`config.mk`:
```
export PLATFORM = sky130hd
export DESIGN_NAME = tmcw_ctrl
export DESIGN_NICKNAME = d
export VERILOG_FILES = /design/src/rtl/core/text_mode_console_writer_unit_assert.svh /design/src/rtl/core/tmcw_pkg.sv /design/src/rtl/core/tmcw_ctrl.sv
export SDC_FILE = /design/constraint.sdc
export NUM_CORES = 1
export LEC_CHECK = 0
export BUFFER_PORTS_ARGS = -buffer_cell sky130_fd_sc_hd__buf_2
export CAP_MARGIN = 30
export CORE_AREA = 5 5 42 44
export CTS_CLUSTER_DIAMETER = 40
export CTS_CLUSTER_SIZE = 12
export DETAILED_ROUTE_END_ITERATION = 10
export DIE_AREA = 0 0 47 49
export GPL_TIMING_DRIVEN = 1
export MAX_ROUTING_LAYER = met4
export PLACE_DENSITY = 0.54
export SETUP_SLACK_MARGIN = 0.5
export SLEW_MARGIN = 20
export SYNTH_ARGS = -nofsm -noshare
export SYNTH_HDL_FRONTEND = slang
export SYNTH_SLANG_ARGS = --single-unit
```
`constraint.sdc`:
```
create_clock -name clk -period 1 [get_ports clk]
set_input_delay 0.25 -clock clk [delete_from_list [all_inputs] [get_ports clk]]
set_output_delay 0.25 -clock clk [all_outputs]
set_load 0.1 [all_outputs]
```
`src/rtl/core/text_mode_console_writer_unit_assert.svh`:
```
// assertion macros for the console writer
`ifndef TEXT_MODE_CONSOLE_WRITER_UNIT_ASSERT_SVH
`define TEXT_MODE_CONSOLE_WRITER_UNIT_ASSERT_SVH

// same-cycle implication
`define TMCW_ASSERT_NOW(name, ante, cons, msg) \
	name: assert property (@(posedge clk) disable iff (!arst_n) (ante) |-> (cons)) \
		else $error(msg);

// next-cycle implication
`define TMCW_ASSERT_NEXT(name, ante, cons, msg) \
	name: assert property (@(posedge clk) disable iff (!arst_n) (ante) |=> (cons)) \
		else $error(msg);

`endif

```
`src/rtl/core/tmcw_pkg.sv`:
```
package tmcw_pkg;

	localparam int unsigned COLUMNS     = 80;
	localparam int unsigned ROWS        = 24;
	localparam int unsigned CELL_COUNT  = COLUMNS * ROWS;
	localparam int unsigned SHIFT_CELLS = (ROWS - 1) * COLUMNS;
	localparam int unsigned AW          = $clog2(CELL_COUNT);
	localparam int unsigned CUR_W       = $clog2(CELL_COUNT + 1);
	localparam int unsigned COL_W       = $clog2(COLUMNS);

	localparam logic [8:0] CODE_NEWLINE   = 9'd10;
	localparam logic [8:0] CODE_BACKSPACE = 9'h100;
	localparam logic [7:0] BLANK_CHAR     = 8'h20;
	localparam logic [7:0] ATTR_RESET     = 8'h07;
	localparam logic       REG_ATTR       = 1'b0;
	localparam logic       OP_PUT         = 1'b0;
	localparam logic       OP_READ        = 1'b1;

	typedef struct packed {
		logic        operation;
		logic [8:0]  char_code;
		logic [10:0] cell_address;
	} req_word_t;

	typedef struct packed {
		logic [15:0] cell_value;
		logic [10:0] cursor_position;
	} rsp_word_t;

	typedef struct packed {
		logic load_req;
		logic exec_put;
		logic exec_read;
		logic blank;
		logic copy_step;
		logic copy_end;
		logic sweep;
		logic rsp_load;
	} cmd_t;

	typedef struct packed {
		logic op_read;
		logic cursor_over;
		logic copy_last;
		logic copy_zero;
		logic sweep_last;
		logic rsp_free;
	} sts_t;

endpackage

```
`src/rtl/core/tmcw_ctrl.sv`:
```
module tmcw_ctrl (
	input  logic           clk,
	input  logic           arst_n,
	input  logic           req_valid,
	output logic           req_ready,
	input  tmcw_pkg::sts_t sts,
	output tmcw_pkg::cmd_t cmd
);
	import tmcw_pkg::*;

	localparam logic [2:0] ST_CLEAR = 3'd0;
	localparam logic [2:0] ST_IDLE  = 3'd1;
	localparam logic [2:0] ST_EXEC  = 3'd2;
	localparam logic [2:0] ST_POST  = 3'd3;
	localparam logic [2:0] ST_COPY  = 3'd4;
	localparam logic [2:0] ST_SHEND = 3'd5;
	localparam logic [2:0] ST_WIPE  = 3'd6;
	localparam logic [2:0] ST_OUT   = 3'd7;

	logic [2:0] state_q;
	logic [2:0] state_d;

	assign req_ready = (state_q == ST_IDLE);

	always_comb begin
		state_d = state_q;
		cmd     = '0;
		unique case (state_q)
			ST_CLEAR: begin
				cmd.sweep = 1'b1;
				if (sts.sweep_last) state_d = ST_IDLE;
			end
			ST_IDLE: begin
				if (req_valid) begin
					cmd.load_req = 1'b1;
					state_d      = ST_EXEC;
				end
			end
			ST_EXEC: begin
				if (sts.op_read) begin
					cmd.exec_read = 1'b1;
					state_d       = ST_OUT;
				end else begin
					cmd.exec_put = 1'b1;
					state_d      = ST_POST;
				end
			end
			ST_POST: begin
				if (sts.cursor_over) begin
					state_d = ST_COPY;
				end else begin
					cmd.blank = 1'b1;
					state_d   = ST_OUT;
				end
			end
			ST_COPY: begin
				cmd.copy_step = 1'b1;
				if (sts.copy_last) state_d = ST_SHEND;
			end
			ST_SHEND: begin
				cmd.copy_end = 1'b1;
				state_d      = ST_WIPE;
			end
			ST_WIPE: begin
				cmd.sweep = 1'b1;
				if (sts.sweep_last) state_d = ST_POST;
			end
			ST_OUT: begin
				if (sts.rsp_free) begin
					cmd.rsp_load = 1'b1;
					state_d      = ST_IDLE;
				end
			end
			default: state_d = ST_CLEAR;
		endcase
	end

	always_ff @(posedge clk or negedge arst_n) begin
		if (!arst_n) begin
			state_q <= ST_CLEAR;
		end else begin
			state_q <= state_d;
		end
	end

endmodule

```
==> out/results.txt <==
Count of nets after finishing: 77
Top cell type's share of synthesized area: 0.259
Flip-flop count of the largest register, all copies and words added: 3
Endpoints failing hold: 0
Combined global-route utilization of all metal layers: 0.0847
Number of nets produced by synthesis: 43
Pin count of the biggest net entering global routing: 9
Violations in the final reports: setup timing
Reported max-cap violation count: 0
Final critical path time including I/O delays and setup: 1540 ps
Flops & latches, synth: 3
Gate count after technology mapping: 34
Required time worst endpoint: 750 ps
Filler cell count in the final layout: 126
Type of the worst min-delay path: in -> reg
Largest area contributor in the synthesized netlist: sky130_fd_sc_hd__dfrtp_1
Number of antenna violations at the first check in global routing: 0
Worst Path Max Fanout: 2
Vert. Die Dim: 49 um
Leading cell types by count after synthesis: sky130_fd_sc_hd__nor2_1 (4), sky130_fd_sc_hd__a21oi_1 (3), sky130_fd_sc_hd__dfrtp_1 (3)
Final number of setup-violating endpoints: 12
Startpoint kind of the worst setup timing path: flip-flop
Largest registers ranked by flip-flop count: state_q (3)
TritonCTS clock tree: yes
Outcome: finished, violations left
Register containing the most flip-flops in the final layout: state_q
Max-slew violation count: 0
Global-route wire length before repair: 1460 um
Final cycle utilization of the critical path: 1.54
Number of global-route vias before repair: 364
Slack of the critical path: -538 ps
Share of final-layout standard cells stronger than drive strength 1: 0.821
Number of vias after detailed routing: 363
Remaining antenna violation count: 0
Worst setup path category: reg -> out
Leading cell types by total area after synthesis: sky130_fd_sc_hd__dfrtp_1 (26%), sky130_fd_sc_hd__buf_6 (7.8%), sky130_fd_sc_hd__xor2_2 (5.6%)
Top-level I/O count: 18
Die Wd: 47 um
Async set or reset register ratio after synthesis: 1.00
Avg Synthesized Cell Area: 8.54 um^2
Row cnt: 14
Top FF cell, synth: sky130_fd_sc_hd__dfrtp_1
Leading cell type by number of instances after synthesis: sky130_fd_sc_hd__nor2_1
Post-synth EDFFs: 0
Per-cell routed wire length: 11.4 um
Worst-case headroom to the max-slew limit: 0.891
Number of buffers added on ports: 16
Clock network latency to the later pin of the worst-skew pair: 230 ps
Number of buffers on the longest clock path: 2
Total Die Area: 2300 um^2
Final core area utilization: 0.564
Area growth from synthesis to layout: 172%
Worst slew pin tran: 159 ps
Initial DRT Pass Iterations: 3
Number of different library cells in the post-synthesis netlist: 23
Clock-pin transition on the worst setup and hold timing paths: 40 ps
Data arrival at the endpoint of the critical path: 1290 ps
Detailed-route wire length: 948 um
Max Freq: 650 MHz
Endpoint class of the critical path: output port
Starting density of the core: 0.207
Antenna diodes: 0
Clock tree root driver cell: sky130_fd_sc_hd__clkbuf_4
Remaining Overflow, GRT: 0
Clock buffers created by TritonCTS: 3
Detailed router's first-iteration violation count: 4
Placeable core region: 1400 um^2
Worst Setup Slack post-DPL: -315 ps
Cell Area, Synth: 290 um^2
Skew final: 4.49 ps
Total half-perimeter wirelength after legalization and detailed placement: 784 um
Number of warnings issued by yosys: 0
Remaining design rule violation count: 0
Sequential fraction of the synthesis area: 0.259
CTS HTree Levels: 1
Last weighted congestion value of the routability-driven placer: 0.772
Vias per cell: 4.37
RSZ-0062 raised after global routing: yes
Sink count of the clock tree: 3
==> cells by family after synthesis <==
logic type,count (synthesis),share of synthesized area
simple gates,19,0.422
compound gates,6,0.121
buf+inv,4,0.108
flops,3,0.259
xor+xnor,1,0.0560
mux,1,0.0345
==> routing by layer <==
layer	track usage	part of all wire	wire, um	vias up
met4	0.0138	0	0	0
met5	-	0	0	-
met1	0.0885	0.33	317	171
met3	0.0221	0.042	40	0
met2	0.154	0.62	589	11
li1	-	-	-	181
==> metrics by stage <==
step	hold WS (ps)	TNS [ps]	cell area, um^2	cells
6_report	355	-4700	791	83
5_1_grt	381	-5250	791	83
4_1_cts	345	-5050	713	81
3_5_place_dp	47.7	-2940	662	75
3_3_place_gp	46.2	-2760	662	75
2_1_floorplan	-45.6	-5790	370	34
==> area by class of cell <==
class,count,area [um^2],share of cell area
repair buffers,32,359,0.454
inverters,1,6.26,0.00791
well taps,16,20.0,0.0253
multi-input cells,27,303,0.383
clock buffers,4,26.3,0.0332
flip-flops and latches,3,76.3,0.0965
==> what timing repair did <==
| action | CTS | global route |
|---|---|---|
| hold endpoints to repair | 3 | 0 |
| hold buffers | 1 | 0 |
| resized for setup | 2 | 15 |
| setup endpoints to repair | 12 | 15 |
| pin swaps | 1 | 2 |
| buffers inserted | 1 | 2 |
==> final timing paths <==
path | start | to | slack [ps] | cells after the start
setup / recovery | state_q[1] | cmd[7] | -540 | 4
max in group asynchronous | arst_n | state_q[2] | 540 | 2
setup reg to reg | state_q[2] | state_q[2] | -140 | 6
min in group asynchronous | arst_n | state_q[2] | 360 | 2
hold / removal | sts[1] | state_q[0] | 350 | 3
hold reg to reg | state_q[0] | state_q[0] | 720 | 2
==> critical path, cell delays in order (launching register included) <==
cell and delay (ps):
sky130_fd_sc_hd__dfrtp_1 400, sky130_fd_sc_hd__buf_6 140, sky130_fd_sc_hd__nor3b_4 180, sky130_fd_sc_hd__and2_4 180, sky130_fd_sc_hd__buf_12 160
==> cell usage in the layout (no fill, tap or decap), types with 2 or more instances in the layout <==
cell type,instances
sky130_fd_sc_hd__buf_4,11
sky130_fd_sc_hd__buf_12,9
sky130_fd_sc_hd__buf_2,6
sky130_fd_sc_hd__buf_6,5
sky130_fd_sc_hd__nor3b_4,3
sky130_fd_sc_hd__nand2b_4,3
sky130_fd_sc_hd__nor2_4,3
sky130_fd_sc_hd__clkbuf_4,3
sky130_fd_sc_hd__nand2_4,2
sky130_fd_sc_hd__a21oi_1,2
sky130_fd_sc_hd__a21oi_2,2
sky130_fd_sc_hd__dfrtp_1,2
Power is not shown: default switching activity piles up to over one toggle a cycle in this logic, so the estimate is an artifact.
